--- config.mk ---
export PLATFORM = sky130hd
export DESIGN_NAME = can_frame_deframer
export DESIGN_NICKNAME = d
export VERILOG_FILES = /design/src/cfd_pkg.sv /design/src/can_frame_deframer.sv /design/src/cfd_ram.sv /design/src/cfd_fifo.sv /design/src/cfd_front.sv /design/src/cfd_back.sv
export SDC_FILE = /design/constraint.sdc
export NUM_CORES = 1
export LEC_CHECK = 0
export BUFFER_PORTS_ARGS = -buffer_cell sky130_fd_sc_hd__buf_4
export CORE_ASPECT_RATIO = 0.5
export CORE_MARGIN = 2
export CORE_UTILIZATION = 60
export DETAILED_ROUTE_END_ITERATION = 10
export GPL_TIMING_DRIVEN = 1
export HOLD_SLACK_MARGIN = 0.05
export PLACE_DENSITY = 0.79
export RECOVER_POWER = 50
export SYNTH_ARGS = -nofsm -noshare
export SYNTH_HDL_FRONTEND = slang
export SYNTH_HIERARCHICAL = 1
export SYNTH_SLANG_ARGS = --single-unit
--- constraint.sdc ---
create_clock -name clk -period 6.1 [get_ports clk]
set_clock_uncertainty 0.05 [all_clocks]
set_input_delay 0 -clock clk [delete_from_list [all_inputs] [get_ports clk]]
set_output_delay 0 -clock clk [all_outputs]
set_load 0.03 [all_outputs]
--- src/cfd_pkg.sv ---
// Shared constants, types and states of the CAN frame deframer.
package cfd_pkg;

	localparam int WINDOW_DEPTH    = 32;
	localparam int IN_QUEUE_DEPTH  = 2;
	localparam int OUT_QUEUE_DEPTH = 4;

	localparam logic [7:0] HDR_BYTE  = 8'hA5;
	localparam logic [7:0] TAIL_BYTE = 8'h5A;
	localparam logic [7:0] EXT_FLAG  = 8'h10;
	localparam logic [7:0] NIBBLE    = 8'h0F;

	// byte as it leaves the front part, with its class
	typedef struct packed {
		logic [7:0] rx_byte;
		logic       is_hdr;
	} in_item_t;

	typedef struct packed {
		logic [3:0]  port;
		logic        extended;
		logic [31:0] frame_id;
		logic [3:0]  data_len;
		logic        has_data;
		logic [7:0]  data_byte;
		logic [3:0]  byte_index;
		logic        last;
	} res_t;

	typedef enum logic [3:0] {
		ST_IDLE,
		ST_SCAN,
		ST_HDR,
		ST_PORT,
		ST_FLAGS,
		ST_TAIL,
		ST_ID,
		ST_DATA,
		ST_NODATA
	} back_state_t;

endpackage

--- src/can_frame_deframer.sv ---
// CAN frame deframer top level: input byte queue, window scanner and result queue.
// A byte waits in the input queue while a scan runs; a byte kept in the window starts a scan
// through the header, port, flags and tail reads and the id reads, more of them for an extended
// id; a complete frame then gives one result per data byte, or one without data, to the result
// queue. A bad header or tail drops one byte and the window is scanned again.
// Reset (arst_n low) empties both queues and the window at once; no clearing pass.
module can_frame_deframer #(
	parameter int WINDOW_DEPTH    = cfd_pkg::WINDOW_DEPTH,
	parameter int IN_QUEUE_DEPTH  = cfd_pkg::IN_QUEUE_DEPTH,
	parameter int OUT_QUEUE_DEPTH = cfd_pkg::OUT_QUEUE_DEPTH
) (
	input  logic        clk,
	input  logic        arst_n,
	input  logic        push,
	output logic        full,
	input  logic [7:0]  rx_byte,
	input  logic        pop,
	output logic        empty,
	output logic [3:0]  port,
	output logic        extended,
	output logic [31:0] frame_id,
	output logic [3:0]  data_len,
	output logic        has_data,
	output logic [7:0]  data_byte,
	output logic [3:0]  byte_index,
	output logic        last
);

	cfd_pkg::in_item_t item;
	logic              item_empty;
	logic              item_pop;
	logic              res_full;
	logic              res_push;
	cfd_pkg::res_t     res_in;
	cfd_pkg::res_t     res_out;
	logic [$bits(cfd_pkg::res_t)-1:0] res_rdata;

	cfd_front #(
		.IN_QUEUE_DEPTH(IN_QUEUE_DEPTH)
	) u_front (
		.clk       (clk),
		.arst_n    (arst_n),
		.push      (push),
		.full      (full),
		.rx_byte   (rx_byte),
		.item_pop  (item_pop),
		.item_empty(item_empty),
		.item      (item)
	);

	cfd_back #(
		.WINDOW_DEPTH(WINDOW_DEPTH)
	) u_back (
		.clk       (clk),
		.arst_n    (arst_n),
		.item_empty(item_empty),
		.item      (item),
		.item_pop  (item_pop),
		.res_full  (res_full),
		.res_push  (res_push),
		.res       (res_in)
	);

	cfd_fifo #(
		.WIDTH($bits(cfd_pkg::res_t)),
		.DEPTH(OUT_QUEUE_DEPTH)
	) u_out_queue (
		.clk   (clk),
		.arst_n(arst_n),
		.push  (res_push),
		.wdata (res_in),
		.full  (res_full),
		.pop   (pop),
		.rdata (res_rdata),
		.empty (empty)
	);

	assign res_out    = cfd_pkg::res_t'(res_rdata);
	assign port       = res_out.port;
	assign extended   = res_out.extended;
	assign frame_id   = res_out.frame_id;
	assign data_len   = res_out.data_len;
	assign has_data   = res_out.has_data;
	assign data_byte  = res_out.data_byte;
	assign byte_index = res_out.byte_index;
	assign last       = res_out.last;

endmodule

--- src/cfd_ram.sv ---
// Generic single-write, single-read RAM with registered read data.
module cfd_ram #(
	parameter int WIDTH = 8,
	parameter int DEPTH = 32
) (
	input  logic                     clk,
	input  logic                     we,
	input  logic [$clog2(DEPTH)-1:0] waddr,
	input  logic [WIDTH-1:0]         wdata,
	input  logic                     re,
	input  logic [$clog2(DEPTH)-1:0] raddr,
	output logic [WIDTH-1:0]         rdata
);

	logic [WIDTH-1:0] mem_q [DEPTH];
	logic [WIDTH-1:0] rdata_q;

	always_ff @(posedge clk) begin
		if (we) begin
			mem_q[waddr] <= wdata;
		end
		if (re) begin
			rdata_q <= mem_q[raddr];
		end
	end

	assign rdata = rdata_q;

endmodule

--- src/cfd_fifo.sv ---
// Generic register queue with push/full and pop/empty sides.
module cfd_fifo #(
	parameter int WIDTH = 8,
	parameter int DEPTH = 2
) (
	input  logic             clk,
	input  logic             arst_n,
	input  logic             push,
	input  logic [WIDTH-1:0] wdata,
	output logic             full,
	input  logic             pop,
	output logic [WIDTH-1:0] rdata,
	output logic             empty
);

	localparam int PW = (DEPTH > 1) ? $clog2(DEPTH) : 1;
	localparam int CW = $clog2(DEPTH + 1);

	logic [WIDTH-1:0] mem_q [DEPTH];
	logic [PW-1:0]    wr_q;
	logic [PW-1:0]    rd_q;
	logic [CW-1:0]    cnt_q;
	logic             do_push;
	logic             do_pop;

	assign full    = (cnt_q == CW'(DEPTH));
	assign empty   = (cnt_q == '0);
	assign do_push = push && !full;
	assign do_pop  = pop && !empty;
	assign rdata   = mem_q[rd_q];

	always_ff @(posedge clk or negedge arst_n) begin
		if (!arst_n) begin
			wr_q  <= '0;
			rd_q  <= '0;
			cnt_q <= '0;
		end else begin
			if (do_push) begin
				wr_q <= (wr_q == PW'(DEPTH - 1)) ? '0 : wr_q + PW'(1);
			end
			if (do_pop) begin
				rd_q <= (rd_q == PW'(DEPTH - 1)) ? '0 : rd_q + PW'(1);
			end
			if (do_push && !do_pop) begin
				cnt_q <= cnt_q + CW'(1);
			end else if (do_pop && !do_push) begin
				cnt_q <= cnt_q - CW'(1);
			end
		end
	end

	always_ff @(posedge clk) begin
		if (do_push) begin
			mem_q[wr_q] <= wdata;
		end
	end

endmodule

--- src/cfd_front.sv ---
// Front part: takes received bytes, marks header bytes and queues them for the back part.
module cfd_front #(
	parameter int IN_QUEUE_DEPTH = cfd_pkg::IN_QUEUE_DEPTH
) (
	input  logic              clk,
	input  logic              arst_n,
	input  logic              push,
	output logic              full,
	input  logic [7:0]        rx_byte,
	input  logic              item_pop,
	output logic              item_empty,
	output cfd_pkg::in_item_t item
);

	cfd_pkg::in_item_t in_item;
	logic [$bits(cfd_pkg::in_item_t)-1:0] q_rdata;

	always_comb begin
		in_item.rx_byte = rx_byte;
		in_item.is_hdr  = (rx_byte == cfd_pkg::HDR_BYTE);
	end

	cfd_fifo #(
		.WIDTH($bits(cfd_pkg::in_item_t)),
		.DEPTH(IN_QUEUE_DEPTH)
	) u_in_queue (
		.clk   (clk),
		.arst_n(arst_n),
		.push  (push),
		.wdata (in_item),
		.full  (full),
		.pop   (item_pop),
		.rdata (q_rdata),
		.empty (item_empty)
	);

	assign item = cfd_pkg::in_item_t'(q_rdata);

endmodule

--- src/cfd_back.sv ---
// Back part: keeps the byte window in RAM, scans it for frames and emits one result per transfer.
module cfd_back #(
	parameter int WINDOW_DEPTH = cfd_pkg::WINDOW_DEPTH
) (
	input  logic              clk,
	input  logic              arst_n,
	input  logic              item_empty,
	input  cfd_pkg::in_item_t item,
	output logic              item_pop,
	input  logic              res_full,
	output logic              res_push,
	output cfd_pkg::res_t     res
);

	localparam int AW = $clog2(WINDOW_DEPTH);
	localparam int CW = AW + 1;

	cfd_pkg::back_state_t state_q, state_d;

	logic [AW-1:0] hd_q;
	logic [CW-1:0] fill_q;
	logic [3:0]    port_q;
	logic          ext_q;
	logic [3:0]    dlc_q;
	logic [4:0]    total_q;
	logic [31:0]   id_q;
	logic [1:0]    id_cnt_q;
	logic [3:0]    k_q;

	logic          ram_we;
	logic [AW-1:0] ram_waddr;
	logic          ram_re;
	logic [AW-1:0] ram_raddr;
	logic [7:0]    ram_rdata;

	logic          fill_full;
	logic          ext_c;
	logic [3:0]    dlc_c;
	logic [4:0]    total_c;
	logic [CW-1:0] data_start;
	logic          last_data;
	logic          drop_one;
	logic          drop_total;

	function automatic logic [AW-1:0] wrap_add(input logic [AW-1:0] base,
			input logic [CW-1:0] off);
		logic [CW-1:0] s;
		s = {1'b0, base} + off;
		if (s >= CW'(WINDOW_DEPTH)) begin
			s = s - CW'(WINDOW_DEPTH);
		end
		return s[AW-1:0];
	endfunction

	assign fill_full  = (fill_q == CW'(WINDOW_DEPTH));
	assign ext_c      = (ram_rdata & cfd_pkg::EXT_FLAG) != 8'h00;
	assign dlc_c      = ram_rdata[3:0];
	assign total_c    = (ext_c ? 5'd8 : 5'd5) + {1'b0, dlc_c};
	assign data_start = ext_q ? CW'(7) : CW'(4);
	assign last_data  = (k_q == dlc_q - 4'd1);
	assign ram_waddr  = fill_full ? hd_q : wrap_add(hd_q, fill_q);

	cfd_ram #(
		.WIDTH(8),
		.DEPTH(WINDOW_DEPTH)
	) u_window (
		.clk  (clk),
		.we   (ram_we),
		.waddr(ram_waddr),
		.wdata(item.rx_byte),
		.re   (ram_re),
		.raddr(ram_raddr),
		.rdata(ram_rdata)
	);

	// next state
	always_comb begin
		state_d = state_q;
		case (state_q)
			cfd_pkg::ST_IDLE: begin
				if (!item_empty && (fill_q != '0 || item.is_hdr)) begin
					state_d = cfd_pkg::ST_SCAN;
				end
			end
			cfd_pkg::ST_SCAN: begin
				state_d = (fill_q == '0) ? cfd_pkg::ST_IDLE : cfd_pkg::ST_HDR;
			end
			cfd_pkg::ST_HDR: begin
				if (ram_rdata != cfd_pkg::HDR_BYTE) begin
					state_d = cfd_pkg::ST_SCAN;
				end else if (fill_q < CW'(3)) begin
					state_d = cfd_pkg::ST_IDLE;
				end else begin
					state_d = cfd_pkg::ST_PORT;
				end
			end
			cfd_pkg::ST_PORT: begin
				state_d = cfd_pkg::ST_FLAGS;
			end
			cfd_pkg::ST_FLAGS: begin
				state_d = (fill_q < CW'(total_c)) ? cfd_pkg::ST_IDLE : cfd_pkg::ST_TAIL;
			end
			cfd_pkg::ST_TAIL: begin
				state_d = (ram_rdata != cfd_pkg::TAIL_BYTE) ? cfd_pkg::ST_SCAN : cfd_pkg::ST_ID;
			end
			cfd_pkg::ST_ID: begin
				if (ext_q && id_cnt_q != 2'd3) begin
					state_d = cfd_pkg::ST_ID;
				end else if (dlc_q != 4'd0) begin
					state_d = cfd_pkg::ST_DATA;
				end else begin
					state_d = cfd_pkg::ST_NODATA;
				end
			end
			cfd_pkg::ST_DATA: begin
				if (!res_full && last_data) begin
					state_d = cfd_pkg::ST_IDLE;
				end
			end
			cfd_pkg::ST_NODATA: begin
				if (!res_full) begin
					state_d = cfd_pkg::ST_IDLE;
				end
			end
			default: state_d = cfd_pkg::ST_IDLE;
		endcase
	end

	// outputs and RAM control
	always_comb begin
		item_pop   = 1'b0;
		ram_we     = 1'b0;
		ram_re     = 1'b0;
		ram_raddr  = hd_q;
		res_push   = 1'b0;
		drop_one   = 1'b0;
		drop_total = 1'b0;
		case (state_q)
			cfd_pkg::ST_IDLE: begin
				if (!item_empty) begin
					item_pop = 1'b1;
					// a stray byte into an empty window is dropped right away
					ram_we   = (fill_q != '0) || item.is_hdr;
				end
			end
			cfd_pkg::ST_SCAN: begin
				ram_re = (fill_q != '0);
			end
			cfd_pkg::ST_HDR: begin
				if (ram_rdata != cfd_pkg::HDR_BYTE) begin
					drop_one = 1'b1;
				end else if (fill_q >= CW'(3)) begin
					ram_re    = 1'b1;
					ram_raddr = wrap_add(hd_q, CW'(1));
				end
			end
			cfd_pkg::ST_PORT: begin
				ram_re    = 1'b1;
				ram_raddr = wrap_add(hd_q, CW'(2));
			end
			cfd_pkg::ST_FLAGS: begin
				if (fill_q >= CW'(total_c)) begin
					ram_re    = 1'b1;
					ram_raddr = wrap_add(hd_q, CW'(total_c) - CW'(1));
				end
			end
			cfd_pkg::ST_TAIL: begin
				if (ram_rdata != cfd_pkg::TAIL_BYTE) begin
					drop_one = 1'b1;
				end else begin
					ram_re    = 1'b1;
					ram_raddr = wrap_add(hd_q, CW'(3));
				end
			end
			cfd_pkg::ST_ID: begin
				if (ext_q && id_cnt_q != 2'd3) begin
					ram_re    = 1'b1;
					ram_raddr = wrap_add(hd_q, CW'(4) + CW'(id_cnt_q));
				end else if (dlc_q != 4'd0) begin
					ram_re    = 1'b1;
					ram_raddr = wrap_add(hd_q, data_start);
				end
			end
			cfd_pkg::ST_DATA: begin
				if (!res_full) begin
					res_push = 1'b1;
					if (last_data) begin
						drop_total = 1'b1;
					end else begin
						ram_re    = 1'b1;
						ram_raddr = wrap_add(hd_q, data_start + CW'(k_q) + CW'(1));
					end
				end
			end
			cfd_pkg::ST_NODATA: begin
				if (!res_full) begin
					res_push   = 1'b1;
					drop_total = 1'b1;
				end
			end
			default: ;
		endcase
	end

	always_comb begin
		res.port       = port_q;
		res.extended   = ext_q;
		res.frame_id   = id_q;
		res.data_len   = dlc_q;
		res.has_data   = (state_q == cfd_pkg::ST_DATA);
		res.data_byte  = (state_q == cfd_pkg::ST_DATA) ? ram_rdata : 8'h00;
		res.byte_index = (state_q == cfd_pkg::ST_DATA) ? k_q : 4'd0;
		res.last       = (state_q == cfd_pkg::ST_NODATA) || last_data;
	end

	always_ff @(posedge clk or negedge arst_n) begin
		if (!arst_n) begin
			state_q <= cfd_pkg::ST_IDLE;
			hd_q    <= '0;
			fill_q  <= '0;
		end else begin
			state_q <= state_d;
			if (ram_we) begin
				// full window: overwrite the oldest byte and advance the head
				if (fill_full) begin
					hd_q <= wrap_add(hd_q, CW'(1));
				end else begin
					fill_q <= fill_q + CW'(1);
				end
			end else if (state_q == cfd_pkg::ST_SCAN && fill_q == '0) begin
				hd_q <= '0;
			end
			if (drop_one) begin
				hd_q   <= wrap_add(hd_q, CW'(1));
				fill_q <= fill_q - CW'(1);
			end
			if (drop_total) begin
				hd_q   <= wrap_add(hd_q, CW'(total_q));
				fill_q <= fill_q - CW'(total_q);
			end
		end
	end

	always_ff @(posedge clk) begin
		case (state_q)
			cfd_pkg::ST_PORT: begin
				port_q <= ram_rdata[3:0];
			end
			cfd_pkg::ST_FLAGS: begin
				ext_q   <= ext_c;
				dlc_q   <= dlc_c;
				total_q <= total_c;
			end
			cfd_pkg::ST_TAIL: begin
				id_cnt_q <= 2'd0;
			end
			cfd_pkg::ST_ID: begin
				id_q     <= ext_q ? {id_q[23:0], ram_rdata} : {24'h000000, ram_rdata};
				id_cnt_q <= id_cnt_q + 2'd1;
				k_q      <= 4'd0;
			end
			cfd_pkg::ST_DATA: begin
				if (res_push && !last_data) begin
					k_q <= k_q + 4'd1;
				end
			end
			default: ;
		endcase
	end

`ifndef SYNTHESIS
	a_fill_bound: assert property (@(posedge clk) disable iff (!arst_n)
		fill_q <= CW'(WINDOW_DEPTH))
		else $error("window fill beyond depth");

	a_push_state: assert property (@(posedge clk) disable iff (!arst_n)
		res_push |-> !res_full &&
			(state_q == cfd_pkg::ST_DATA || state_q == cfd_pkg::ST_NODATA))
		else $error("result transfer outside emit states");

	a_hdr_after_scan: assert property (@(posedge clk) disable iff (!arst_n)
		state_q == cfd_pkg::ST_HDR |-> $past(state_q) == cfd_pkg::ST_SCAN)
		else $error("header check without a read issued");

	a_drop_fits: assert property (@(posedge clk) disable iff (!arst_n)
		drop_total |-> fill_q >= CW'(total_q))
		else $error("frame drop larger than window fill");

	a_pop_idle: assert property (@(posedge clk) disable iff (!arst_n)
		item_pop |-> state_q == cfd_pkg::ST_IDLE && !item_empty)
		else $error("byte taken while a scan is running");
`endif

endmodule
Word level (Yosys, flattened, before mapping)

Memories as Yosys holds them, arrays and structs flattened. A register that Yosys moved wholly into a read port is not among the register bits.
Cells that the tools add are included.

Register bits: 78
Memory bits (writable): 494
Input bits: 12
Output and inout port bits: 57
Logic and storage cells: 216
Memories: 3

$add $sub $neg: 37
Magnitude comparators: 13
Eq/ne operators: 24
Mux-type cells: 81
Reductions and logical operators: 41

Memory list:

| name                     | words | bits a word | read ports | clocked after Yosys merged registers in | wr ports | line           | text |
|---|---|---|---|---|---|---|---|
| u_back.u_window.mem_q    | 32    | 8           | 1          | 1                                       | 1        | cfd_ram.sv:15  | `logic [WIDTH-1:0] mem_q [DEPTH];` |
| u_out_queue.mem_q        | 4     | 55          | 1          | 0                                       | 1        | cfd_fifo.sv:19 | `logic [WIDTH-1:0] mem_q [DEPTH];` |
| u_front.u_in_queue.mem_q | 2     | 9           | 1          | 0                                       | 1        | cfd_fifo.sv:19 |  |

Operators with widths:

| operator                                                              | number |
|---|---|
| 5-bit 2-to-1 mux                                                      | 23 |
| 6-bit >= comparator, second input constant                            | 9 |
| 5-bit by 1-bit subtractor with 5-bit output, second input constant    | 9 |
| 4-bit 2-to-1 mux                                                      | 9 |
| 4-bit one-hot mux with 9 select lines                                 | 1 |
| 5-bit one-hot mux with 6 select lines                                 | 1 |
| 1-bit 2-to-1 mux                                                      | 26 |
| 6-bit 2-to-1 mux                                                      | 4 |
| 5-bit by 6-bit adder with 6-bit output                                | 3 |
| 4-bit by 3-bit equality test with 1-bit output, second input constant | 4 |
| 2-bit 2-to-1 mux                                                      | 7 |
| 1-bit logical AND                                                     | 13 |
| 5-bit by 2-bit adder with 6-bit output, second input constant         | 2 |
| 6-bit by 1-bit adder with 6-bit output, second input constant         | 2 |
| 3-bit 2-to-1 mux                                                      | 4 |
| 1-bit zero test                                                       | 9 |
| 2-bit by 1-bit adder with 2-bit output, second input constant         | 4 |
| 4-bit by 2-bit equality test with 1-bit output, second input constant | 2 |
| 8-bit equality test, second input constant                            | 1 |
| 8-bit 2-to-1 mux                                                      | 1 |
| 2-bit != test, second input constant                                  | 4 |
| 8-bit by 7-bit != test with 1-bit output, second input constant       | 1 |
| 8-bit != test, second input constant                                  | 1 |
| 4-bit one-hot mux with 2 select lines                                 | 1 |
| other kinds (44)                                                      | 55 |

Longest topological paths before layout

Gate-level depths: netlist of the first run.

Word-level depth: 9
Mapped depth: 19
Depth with buffers taken out: 17

Modules after synthesis

The synthesis of the first run kept the hierarchy.

Modules (own cells, without submodules):

| module                        | instances | cells each | area each (um^2) | seq. area each (um^2) |
|---|---|---|---|---|
| cfd_ram                       | 1         | 417        | 10133.5          | 7927.6 |
| cfd_fifo (u_out_queue)        | 1         | 324        | 8380.5           | 6781.5 |
| cfd_back                      | 1         | 483        | 4933.5           | 1936.9 |
| cfd_fifo (u_front.u_in_queue) | 1         | 47         | 853.3            | 640.6 |
| cfd_front                     | 1         | 3          | 26.3             | 0.0 |

Least setup slack after synthesis of the first run

OpenSTA, ideal clock, no wires.

Path kind: reg2reg
From: reg u_back.u_window.rdata_q[4], in the netlist u_back/u_window/rdata[4] (read register of u_back.u_window.mem_q)
To: reg u_back.u_window.rdata_q[0], in the netlist u_back/u_window/rdata[0] (read register of u_back.u_window.mem_q) (data pin)
Setup time: 0.260 ns
Data arrival time: 4.410 ns
Required time: 5.790 ns
Setup slack: 1.380 ns
Stages on the path, launching flop included: 19
Path buffers: 2
Clock period less this slack: 4.720 ns
Cell sequence: edfxtp_1 > inv_1 > ha_1 > a31oi_1 > xnor2_1 > inv_1 > ha_1 > a21o_1 > a211o_1 > a21o_1 > mux2_2 > a221oi_1 > a21oi_1 > a2bb2oi_1 > clkbuf_1 > clkbuf_1 > mux4_2 > mux4_2 > mux2_2

Cells in the longest elaborated chain, start to end: 8
Elaborated cells between the ends (all ways): 18
Those cells by class: 4 x add/sub; 2 x order compare; 2 x eq/ne; 10 x mux

Ends and longest elaborated chain:

| item                                        | line            | text |
|---|---|---|
| start, declared                             | cfd_ram.sv:16   | `logic [WIDTH-1:0] rdata_q;` |
| 4-bit 2-to-1 mux (*)                        | cfd_back.sv:58  | `assign total_c = (ext_c ? 5'd8 : 5'd5) + {1'b0, dlc_c};` |
| 5-bit by 4-bit adder with 5-bit output (*)  | cfd_back.sv:58  |  |
| net u_back.total_c[3]                       | cfd_back.sv:39  | `logic [4:0] total_c;` |
| 5-bit by 1-bit subtractor with 6-bit output | cfd_back.sv:164 | `ram_raddr = wrap_add(hd_q, CW'(total_c) - CW'(1));` |
| 5-bit by 6-bit adder with 6-bit output      | cfd_back.sv:48  | `s = {1'b0, base} + off;` |
| 6-bit >= comparator                         | cfd_back.sv:49  | `if (s >= CW'(WINDOW_DEPTH)) begin` |
| 5-bit 2-to-1 mux                            | cfd_back.sv:49  |  |
| 5-bit 2-to-1 mux (*)                        | cfd_back.sv:162 | `if (fill_q >= CW'(total_c)) begin` |
| 5-bit one-hot mux with 6 select lines (*)   | cfd_back.sv:138 | `case (state_q)` |
| net u_back.ram_raddr[2]                     | cfd_back.sv:33  | `logic [AW-1:0] ram_raddr;` |

The timed path passes the listed nets; every way through them passes the cells marked *.
A chain may end at the register's enable or synchronous reset.

Final worst setup path of the first run

From: reg u_back.u_window.rdata_q[4], in the netlist u_back/u_window/rdata[4] (read register of u_back.u_window.mem_q)
To: reg u_back.u_window.rdata_q[1], in the netlist u_back/u_window/rdata[1] (read register of u_back.u_window.mem_q) (data pin)

The elaborated chain is that of the path after synthesis.

==> results of run 1 <==
-- stage by stage --
step	setup slack [ns]	cells	cell area (sq um)	hold WS, ns
floorplan	1.38	1274	24300	-0.346
global placement	0.940	1851	25500	-0.116
detailed placement	0.839	1851	25500	-0.106
CTS	0.815	1956	27200	0.109
global route	0.513	1956	27100	0.168
finish	0.804	1956	27100	0.166
-- critical path, cell delays in order (launching register included) --
cell and delay [ns]:
edfxtp_1 0.47, inv_1 0.14, ha_1 0.27, a31oi_1 0.18, xnor2_1 0.17, inv_1 0.09, ha_1 0.29, a21o_1 0.16
a211o_1 0.29, a21o_1 0.24, mux2_2 0.30, a221oi_1 0.53, a21oi_1 0.21, a2bb2oi_4 0.19, buf_12 0.21, mux4_2 0.35
mux4_2 0.53, mux2_2 0.29
-- cell type report --
class | instances | share of cell area
clock inverter | 25 | 0.00753
tap | 540 | 0.0249
timing repair buffer | 97 | 0.0276
clock buffer | 67 | 0.0508
inverter | 47 | 0.00651
sequential | 580 | 0.638
multi-input combinational | 600 | 0.245
-- registers in the layout, indices dropped and copies added, names as in the netlist, 5 cells and up --
| name | count |
|---|---|
| u_back/u_window/mem_q | 256 |
| u_out_queue/mem_q | 220 |
| u_back/total_q | 5 |
| u_back/u_window/rdata | 8 |
| u_front/u_in_queue/mem_q | 18 |
| u_back/hd_q | 5 |
| u_back/fill_q | 6 |
| u_back/id_q | 32 |
-- power by group through the flow --
stage          clock [mW]  combinational (mW)  sequential (mW)
2_1_floorplan           0                4.63             5.37
3_3_place_gp            0                5.91             5.60
3_5_place_dp            0                6.10             5.63
4_1_cts              3.14                6.23             5.55
5_1_grt              3.29                6.65             5.60
6_report             3.09                6.20             5.55
-- final timing paths --
path,depth (start not counted),end,slack [ns],start
min in group asynchronous,4,u_out_queue/cnt_q[1]$_DFFE_PN0P_,0.97,arst_n
max reg2reg,17,u_back/u_window/rdata[1]$_DFFE_PP_,0.80,u_back/u_window/rdata[4]$_DFFE_PP_
min,2,u_front/u_in_queue/mem_q[1][1]$_DFFE_PP_,0.17,rx_byte[0]
min reg2reg,0,u_out_queue/mem_q[0][45]$_DFFE_PP_,0.45,u_back/id_q[27]$_SDFFCE_PN0P_
max in group asynchronous,4,u_out_queue/rd_q[1]$_DFFE_PN0P_,4.04,arst_n
max,17,u_back/u_window/rdata[1]$_DFFE_PP_,0.80,u_back/u_window/rdata[4]$_DFFE_PP_
-- what timing repair did --
action / 4_1_cts / 5_1_grt
hold buffers: 13 / 0
hold endpoints to repair: 70 / 0
resized for setup: 0 / 0
-- logic make-up (layout without fill, tap and decap cells) --
group	count (synthesis)	after routing	share of synthesized area
simple gates	219	219	0.0486
xor+xnor	47	47	0.0178
mux	164	164	0.139
compound gates	107	107	0.0312
buf+inv	94	236	0.0182
flops	580	580	0.711
fa+ha+maj	63	63	0.0352
-- routing by layer --
metal | up-vias | global-route usage | part of all wire
met1 | 6413 | 0.347 | 0.39
met2 | 634 | 0.401 | 0.49
met4 | 2 | 0.0673 | 0.023
met5 | - | 0.0148 | 0.0017
met3 | 91 | 0.0577 | 0.087
li1 | 5284 | - | -
-- placed cells by master (no fill, tap or decap), types with 8 or more instances in the layout --
cell,n
a21o_1,14
dfrtp_1,25
buf_4,69
clkinv_2,14
ha_1,54
and2_0,25
xnor2_1,27
nand3_1,12
mux2_2,15
mux2_1,8
nor2_1,77
fa_1,9
xor2_1,18
and2_1,9
a21oi_1,28
nand2_1,34
mux4_2,135
inv_1,47
o21ai_0,19
dlygate4sd3_1,12
clkbuf_1,25
clkbuf_16,51
edfxtp_1,554
==> key figures, run 1 <==
Die
  – Die height: 146 microns
  – Initial Util: 0.605
  – Die area: 0.0423 sq mm
  – Die W: 289 microns
  – Core area: 0.0402 sq mm
  – IO Pins: slightly below 70
  – Row count: 52

Logic synthesis
  – Syn Inst Count: 1274
  – Synth Area per Inst: 19.1 sq um
  – Ys async rst share: 0.0448
  – Yosys reg bits: 580
  – Synth Warn #: 6
  – Most frequent cells after synthesis: edfxtp_1, mux4_2, nor2_1
  – Netlist cell types: between 70 and 80
  – Syn_nets: about 1300
  – Seq/Total Area, Yosys: 0.711
  – Share of the synthesized area in the top cell type: 0.684
  – Most frequent cell after synthesis: edfxtp_1
  – Synth Flop Type: edfxtp_1
  – Leading area contributor after synthesis: edfxtp_1
  – Top cells by area, synth: edfxtp_1, mux4_2, ha_1, dfrtp_1, nor2_1
  – Synth Cell Area: 0.0243 sq mm
  – Number of flops mapped to enable cells by yosys: between 500 and 600

Global routing
  – Largest net degree at the start of global routing: 65
  – Vias in the first global route: around 13000
  – Total global routing overflow: 0
  – GRT Total Usage: 0.249
  – Initial antenna violation count: 1
  – First-pass GRT wire length: 77700 microns

Final layout
  – Layout cells sized above 1: 0.231
  – Area growth syn-to-layout: 11.4%
  – Nets: 1450
  – FF+latch area: 0.0173 sq mm
  – Util after Layout: 0.674
  – Multi-input gate area: 0.00663 sq mm
  – # diodes: 0
  – Layout fillers: 2561

STA
  – Worst-Margin Slew: 1.52 ns
  – Fin Setup TNS: 0 ns
  – Final min period: 5.30 ns
  – RSZ-0062 raised after global routing: false
  – Fmax: around 0.19 GHz
  – Setup Viol. Count Final: 0
  – Max-slew violation count: 27
  – Worst rel slew slack: -0.0133
  – Final hold viol count: 0
  – Fin crit share: 0.868

Clock tree
  – H-tree Lvls: 2
  – CTS root buffer: clkbuf_16
  – Num CTS Buffers: 49
  – TritonCTS clock tree: done
  – Clock sink total: 580
  – CTS clk-pin slew, worst paths: 0.07 ns
  – Clock latency on the worst-skew pair: 0.57 ns
  – Setup Fix Bufs, Post-CTS: 0
  – CTS Buffer Depth: 3

Pwr
  – Int Power: 9.60 mW
  – NetSw: ~5.2 mW
  – Part of the power in the clock network: 0.208
  – Net Sw Frac: 0.353
  – Final Power: between 10 and 15 mW
  – LEAKAGE: 9.06 nW
  – Logic pwr share: 0.418
  – Cell Pwr Density: about 550 mW/mm^2
  – Sequential power share: 0.374
  – Maximum vdd drop: 0.000370 V

Status
  – Status: finished, violations left
  – Failing checks: capacitance limit, slew limit

Route
  – Post-Route WL: 51500 microns
  – DR vias/cell: 6.35
  – Iteration-0 DRC Markers: 1389
  – # DRC: 0
  – Wirelength per Cell: 26.3 microns
  – Via count: 12424
  – DRT antenna net count: 0
  – Initial DRT Pass Iterations: 5

Job
  – Max-Cap Viols: 1

Placed design
  – GPL Wtd Cong: 0.953
  – Port Buffers: a little under 70
  – DP Wirelength: between 30000 and 40000 microns

Worst setup path
  – CP Capture Type: register
  – Critical path peak fanout: between 60 and 70
  – Crit path DAT: around 5.6 ns
  – Startpoint Class: register
  – Setup CP Type: register to register
  – Required time at the worst-slack endpoint: 6.37 ns

Min path
  – Worst Hold Class: primary input to register
Note: power is estimated with default switching activity, not from simulation.
==> run 2, diff against run 1 <==
CELL_PAD_IN_SITES_DETAIL_PLACEMENT = 0   (was unset)
CELL_PAD_IN_SITES_GLOBAL_PLACEMENT = 1   (was unset)
CORE_UTILIZATION = 55   (was 60)
PLACE_DENSITY = 0.82   (was 0.79)
==> run 2 against run 1 <==
The run still ends with capacitance limit, slew limit left. Wire length decreased by 1.9%. Flip-flop and latch count unchanged. First-iteration DRC count decreased by 9.6%. Non-clock buffer count grew 4. Combinational power up 2%. Clock power is 2% lower. Final cell count grew 2.4%. Worst hold slack worse by 0.031 ns. Clock-buffer cell count fell by 9. Register-to-register slack got worse by 0.28 ns. Critical path depth down 5. Highest routed layer is now met4.
==> key figures, run 2 (synthesis results as in run 1) <==
Status
  – Status: finished, violations left
  – Failing checks: capacitance limit, slew limit

Min path
  – Worst Hold Class: primary input to register
  – Worst hold path endpoint: u_front/u_in_queue/mem_q[1][5]$_DFFE_PP_
  – Hold wc startpoint: rx_byte[4]
  – Hold path depth: 2

Final layout
  – Max reg flops: 256
  – # diodes: 0
  – Layout fillers: 3002
  – FF+latch area: 0.0173 sq mm
  – Most common cell after layout, fill and taps aside: edfxtp_1
  – Layout cells sized above 1: 0.229
  – Util after Layout: 0.623
  – Nets: 1454
  – Top reg by flops: u_back/u_window/mem_q
  – Top Registers: u_back/u_window/mem_q x256, u_out_queue/mem_q x220, u_back/id_q x32
  – Area growth syn-to-layout: 11.5%
  – Most frequent cells in the layout: edfxtp_1, mux4_2, nor2_1
  – Multi-input gate area: ~0.0066 sq mm

Global routing
  – Largest net degree at the start of global routing: 58
  – GRT Total Usage: 0.223
  – Vias in the first global route: 12319
  – Total global routing overflow: 0
  – Initial antenna violation count: 2
  – First-pass GRT wire length: 76700 microns

Worst setup path
  – FF-to-FF path depth: 12
  – Required time at the worst-slack endpoint: 6.37 ns
  – Critical path peak fanout: 33
  – Crit-path cells: clkbuf_1, or3b_2, o31ai_1, xnor2_1, o221ai_1, a221oi_1, a21oi_1, a2bb2oi_4, buf_4, mux4_2, mux4_2, mux2_2
  – R2R Path End: u_back/u_window/rdata[4]$_DFFE_PP_
  – CP max stage cell: clkbuf_1
  – Worst r2r src: u_back/ext_q$_DFFE_PP_
  – Crit-path max cell delay: 1.06 ns
  – Reg-to-reg slack, setup: roughly 0.53 ns
  – Most used cell, CP: mux4_2
  – Crit path DAT: about 5.8 ns
  – Startpoint Class: register
  – Setup CP Type: register to register
  – CP Capture Type: register

STA
  – Worst-Margin Slew: 3.54 ns
  – Fin Setup TNS: 0 ns
  – Max-slew violation count: a little under 60
  – Worst rel slew slack: -1.36
  – Final min period: 5.57 ns
  – Fmax: 0.179 GHz
  – Post-route setup slack: 0.527 ns
  – Fin crit share: 0.914
  – RSZ-0062 raised after global routing: false
  – Final hold viol count: 0
  – Setup Viol. Count Final: 0

Die
  – IO Pins: 69
  – Core area: 0.0436 sq mm
  – Die height: 153 microns
  – Die area: between 0.04 and 0.05 sq mm
  – Initial Util: 0.558
  – Die W: ~300 microns
  – Row count: 54

Route
  – Wirelength per Cell: 25.2 microns
  – Initial DRT Pass Iterations: 5
  – Iteration-0 DRC Markers: 1256
  – DR vias/cell: approximately 6
  – Via count: approximately 12000
  – # DRC: 0
  – Post-Route WL: 50500 microns
  – DRT antenna net count: 0

Clock tree
  – CTS Buffer Depth: 3
  – CTS clk-pin slew, worst paths: 0.07 ns
  – CTS root buffer: clkbuf_16
  – Clock latency on the worst-skew pair: 0.57 ns
  – Num CTS Buffers: 49
  – H-tree Lvls: 2
  – TritonCTS clock tree: done
  – Clock sink total: 580

Pwr
  – Maximum vdd drop: 0.000286 V
  – LEAKAGE: 9.04 nW
  – Cell Pwr Density: 548 mW/mm^2

Placed design
  – GPL Wtd Cong: 0.921
  – Pre-CTS setup slack: around 0.63 ns
  – DP Wirelength: 32400 microns
  – Port Buffers: 68

Job
  – Max-Cap Viols: 1
-- run 2: cell count changes in the layout (fill, tap and decap cells not counted), moves of 3 or more --
cell / previous run / this run
clkinv_1: 5 / 11
clkbuf_8: 4 / 0
clkinv_2: 14 / 7
clkbuf_1: 25 / 21
buf_4: 69 / 72
-- run 2: worst max-delay path by stage --
stage / from / endpoint / slack (ns) / depth (start not counted)
2_1_floorplan: u_back/u_window/rdata[4]$_DFFE_PP_ / u_back/u_window/rdata[0]$_DFFE_PP_ / 1.38 / 18
3_3_place_gp: u_back/u_window/rdata[4]$_DFFE_PP_ / u_back/u_window/rdata[3]$_DFFE_PP_ / 0.76 / 17
3_5_place_dp: u_back/u_window/rdata[2]$_DFFE_PP_ / u_back/u_window/rdata[4]$_DFFE_PP_ / 0.63 / 16
4_1_cts: u_back/u_window/rdata[2]$_DFFE_PP_ / u_back/u_window/rdata[4]$_DFFE_PP_ / 0.63 / 16
5_1_grt: u_back/ext_q$_DFFE_PP_ / u_back/u_window/rdata[6]$_DFFE_PP_ / 0.32 / 12
6_report: u_back/ext_q$_DFFE_PP_ / u_back/u_window/rdata[4]$_DFFE_PP_ / 0.53 / 12
-- run 2: layout make-up --
class | instances | area share
clock inverter | 28 | 0.00991
sequential | 580 | 0.637
tap | 588 | 0.0271
clock buffer | 58 | 0.0464
inverter | 47 | 0.00650
timing repair buffer | 101 | 0.0288
multi-input combinational | 600 | 0.244
-- run 2: per-stage QoR --
stage	std cells	total power [mW]	area (sq um)	hold WS, ns
4_1_cts	2002	14.9	27200	0.0968
3_5_place_dp	1903	11.9	25500	-0.113
5_1_grt	2002	15.6	27100	0.144
3_3_place_gp	1903	11.7	25500	-0.120
6_report	2002	14.9	27100	0.136
2_1_floorplan	1274	10.0	24300	-0.346
-- run 2: critical path, delay by kind of cell, from the launching register on --
kind | cells | cell delay [ns]
xor+xnor | 1 | 0.12
flops | 1 | 0.49
compound gates | 5 | 1.56
simple gates | 1 | 0.51
buf+inv | 2 | 1.40
mux | 3 | 1.15
-- run 2: where the power goes --
part,internal (mW),leakage (nW),total (mW),switching [mW]
clock,1.69,0.749,3.03,1.34
combinational,2.84,2.98,6.31,3.46
sequential,5.12,5.32,5.52,0.397
total,9.65,9.04,14.9,5.21
-- run 2: timing repair --
item | 4_1_cts | 5_1_grt
endpoints found under the hold margin | 70 | 0
hold buffers | 13 | 0
buffers inserted | 0 | 0
gates resized for setup | 0 | 0
-- run 2: routing by layer --
layer / wire length [microns] / vias to the layer above / part of all wire / global-route usage
met1: 21200 / 6349 / 0.42 / 0.331
met3: 4330 / 68 / 0.086 / 0.0468
li1: - / 5299 / - / -
met4: 836 / 0 / 0.017 / 0.0460
met2: 24200 / 521 / 0.48 / 0.348
met5: 0 / - / 0 / 0
==> run 3, diff against run 2 <==
BUFFER_PORTS_ARGS = -buffer_cell sky130_fd_sc_hd__buf_2   (was -buffer_cell sky130_fd_sc_hd__buf_4)
CORE_ASPECT_RATIO = 0.8   (was 0.5)
==> run 3 against run 2 <==
The flow still finishes with violations (capacitance limit, slew limit). Die area decreased by 0.20%. Combinational power down 6.2%. Utilization up 0.59 points. First-iteration DRC count shrank 20%. Largest cell class unchanged. Largest power group unchanged.
==> key figures, run 3 (synthesis results as in run 1) <==
Final layout
  – Area growth syn-to-layout: 12.1%
  – Max reg flops: 256
  – Most frequent cells in the layout: edfxtp_1, mux4_2, nor2_1
  – # diodes: 0
  – Final instance area: 0.0273 sq mm
  – Most common cell after layout, fill and taps aside: edfxtp_1
  – Nets: 1456
  – Top reg by flops: u_back/u_window/mem_q
  – Layout cells sized above 1: 0.231
  – Top Registers: u_back/u_window/mem_q x256, u_out_queue/mem_q x220, u_back/id_q x32

Clock tree
  – Setup Fix Bufs, Post-CTS: 0
  – Hold_buf cts: 13
  – CTS root buffer: clkbuf_16
  – CTS Buffer Depth: 3
  – CTS clk-pin slew, worst paths: 0.06 ns
  – PostCTS Resize Cnt: 0
  – TritonCTS clock tree: done
  – Clock sink total: 580
  – Num CTS Buffers: between 50 and 60
  – Clock latency on the worst-skew pair: 0.60 ns
  – H-tree Lvls: 2

Route
  – Via count: 12171
  – DRT antenna net count: 0
  – Wirelength per Cell: 25.2 microns
  – # DRC: 0
  – Initial DRT Pass Iterations: 8
  – Iteration-0 DRC Markers: 999
  – DR vias/cell: between 6 and 7
  – Post-Route WL: 49900 microns

Worst setup path
  – Crit path DAT: 5.65 ns
  – Setup CP Type: register to register
  – CP Capture Type: register
  – Critical path peak fanout: 64
  – CP max stage cell: a221oi_1
  – Crit-path max cell delay: roughly 0.54 ns
  – Crit-path cells: inv_1, ha_1, a31oi_1, xnor2_1, inv_1, ha_1, a21o_1, a211o_1, a21o_1, mux2_2, a221oi_1, a21oi_1, a2bb2oi_4, buf_12, mux4_2, mux4_2, mux2_2
  – Startpoint Class: register
  – Required time at the worst-slack endpoint: 6.40 ns
  – FF-to-FF path depth: 17

Global routing
  – Largest net degree at the start of global routing: 65
  – Vias in the first global route: 12039
  – Initial antenna violation count: 0
  – First-pass GRT wire length: 75200 microns
  – GRT Total Usage: 0.222
  – Total global routing overflow: 0

Pwr
  – Part of the power in the clock network: 0.237
  – NetSw: ~5.1 mW
  – Cell Pwr Density: 550 mW/mm^2
  – LEAKAGE: a little over 9 nW
  – Int Power: 9.88 mW
  – Logic pwr share: 0.395
  – Sequential power share: 0.369
  – Net Sw Frac: 0.342
  – Maximum vdd drop: 0.000335 V

STA
  – Final hold viol count: 0
  – Setup Viol. Count Final: 0
  – Fmax: 0.187 GHz
  – Worst rel slew slack: -0.127
  – Fin Setup TNS: 0 ns
  – Max-slew violation count: 57
  – RSZ-0062 raised after global routing: false
  – Worst-Margin Slew: 1.69 ns
  – Fin crit share: 0.877
  – Final min period: 5.35 ns

Die
  – Core area: 0.0434 sq mm
  – Die height: 192 microns
  – IO Pins: 69
  – Row count: ~70
  – Die W: about 240 microns
  – Initial Util: 0.561
  – Die area: 0.0459 sq mm

Status
  – Failing checks: capacitance limit, slew limit
  – Status: finished, violations left

Job
  – Max-Cap Viols: 2

Min path
  – Worst Hold Class: primary input to register
  – Hold path depth: 2

Placed design
  – Port Buffers: 68
  – Area after DPL: between 0.02 and 0.03 sq mm
  – DP Wirelength: 31200 microns
  – GPL Wtd Cong: 0.891
## run 3: cell type report
class | instances | area [sq um]
inverters | 47 | 176
fillers | 2937 | 16100
repair buffers | 97 | 604
clock inverters | 36 | 483
well taps | 560 | 701
flip-flops and latches | 580 | 17300
clock buffers | 63 | 1410
multi-input cells | 600 | 6610
## run 3: worst paths after layout
kind | from | endpoint | slack, ns
setup / recovery | u_back/u_window/rdata[4]$_DFFE_PP_ | u_back/u_window/rdata[4]$_DFFE_PP_ | 0.75
hold reg to reg | u_back/port_q[3]$_DFFE_PP_ | u_out_queue/mem_q[1][54]$_DFFE_PP_ | 0.45
hold / removal | rx_byte[4] | u_front/u_in_queue/mem_q[1][5]$_DFFE_PP_ | 0.14
setup reg to reg | u_back/u_window/rdata[4]$_DFFE_PP_ | u_back/u_window/rdata[4]$_DFFE_PP_ | 0.75
min in group asynchronous | arst_n | u_back/state_q[0]$_DFFE_PN0P_ | 1.02
max in group asynchronous | arst_n | u_out_queue/rd_q[1]$_DFFE_PN0P_ | 3.91
## run 3: worst max-delay path: cells and delay by family, from the launching register on
kind | cells | cell delay, ns
compound gates | 7 | 1.84
mux | 4 | 1.47
flops | 1 | 0.46
buf+inv | 3 | 0.45
xor+xnor | 1 | 0.18
fa+ha+maj | 2 | 0.56
## run 3: routing by layer
metal | global-route usage | wire length, microns | share of wire | vias to the layer above
li1 | - | - | - | 5298
met1 | 0.335 | 21900 | 0.44 | 6273
met2 | 0.340 | 23100 | 0.46 | 535
met3 | 0.0453 | 4170 | 0.084 | 65
met4 | 0.0486 | 787 | 0.016 | 0
met5 | 0 | 0 | 0 | -
## run 3: metrics by stage
stage / hold WS, ns / util / cells / worst slack (ns) / total power [mW]
2_1_floorplan: -0.346 / - / 1274 / 1.38 / 10.0
3_3_place_gp: 0.0301 / 0.583 / 1871 / 0.991 / 11.4
3_5_place_dp: 0.0427 / 0.583 / 1871 / 0.890 / 11.5
4_1_cts: 0.0776 / 0.630 / 1983 / 0.860 / 15.1
5_1_grt: 0.158 / 0.629 / 1983 / 0.535 / 15.8
6_report: 0.139 / 0.629 / 1983 / 0.750 / 15.0
## run 3: power groups by stage
stage / clock network (mW) / registers [mW] / logic (mW)
floorplan: 0 / 5.37 / 4.63
global placement: 0 / 5.60 / 5.83
detailed placement: 0 / 5.62 / 5.89
CTS: 3.62 / 5.54 / 5.96
global route: 3.78 / 5.59 / 6.39
finish: 3.55 / 5.53 / 5.92
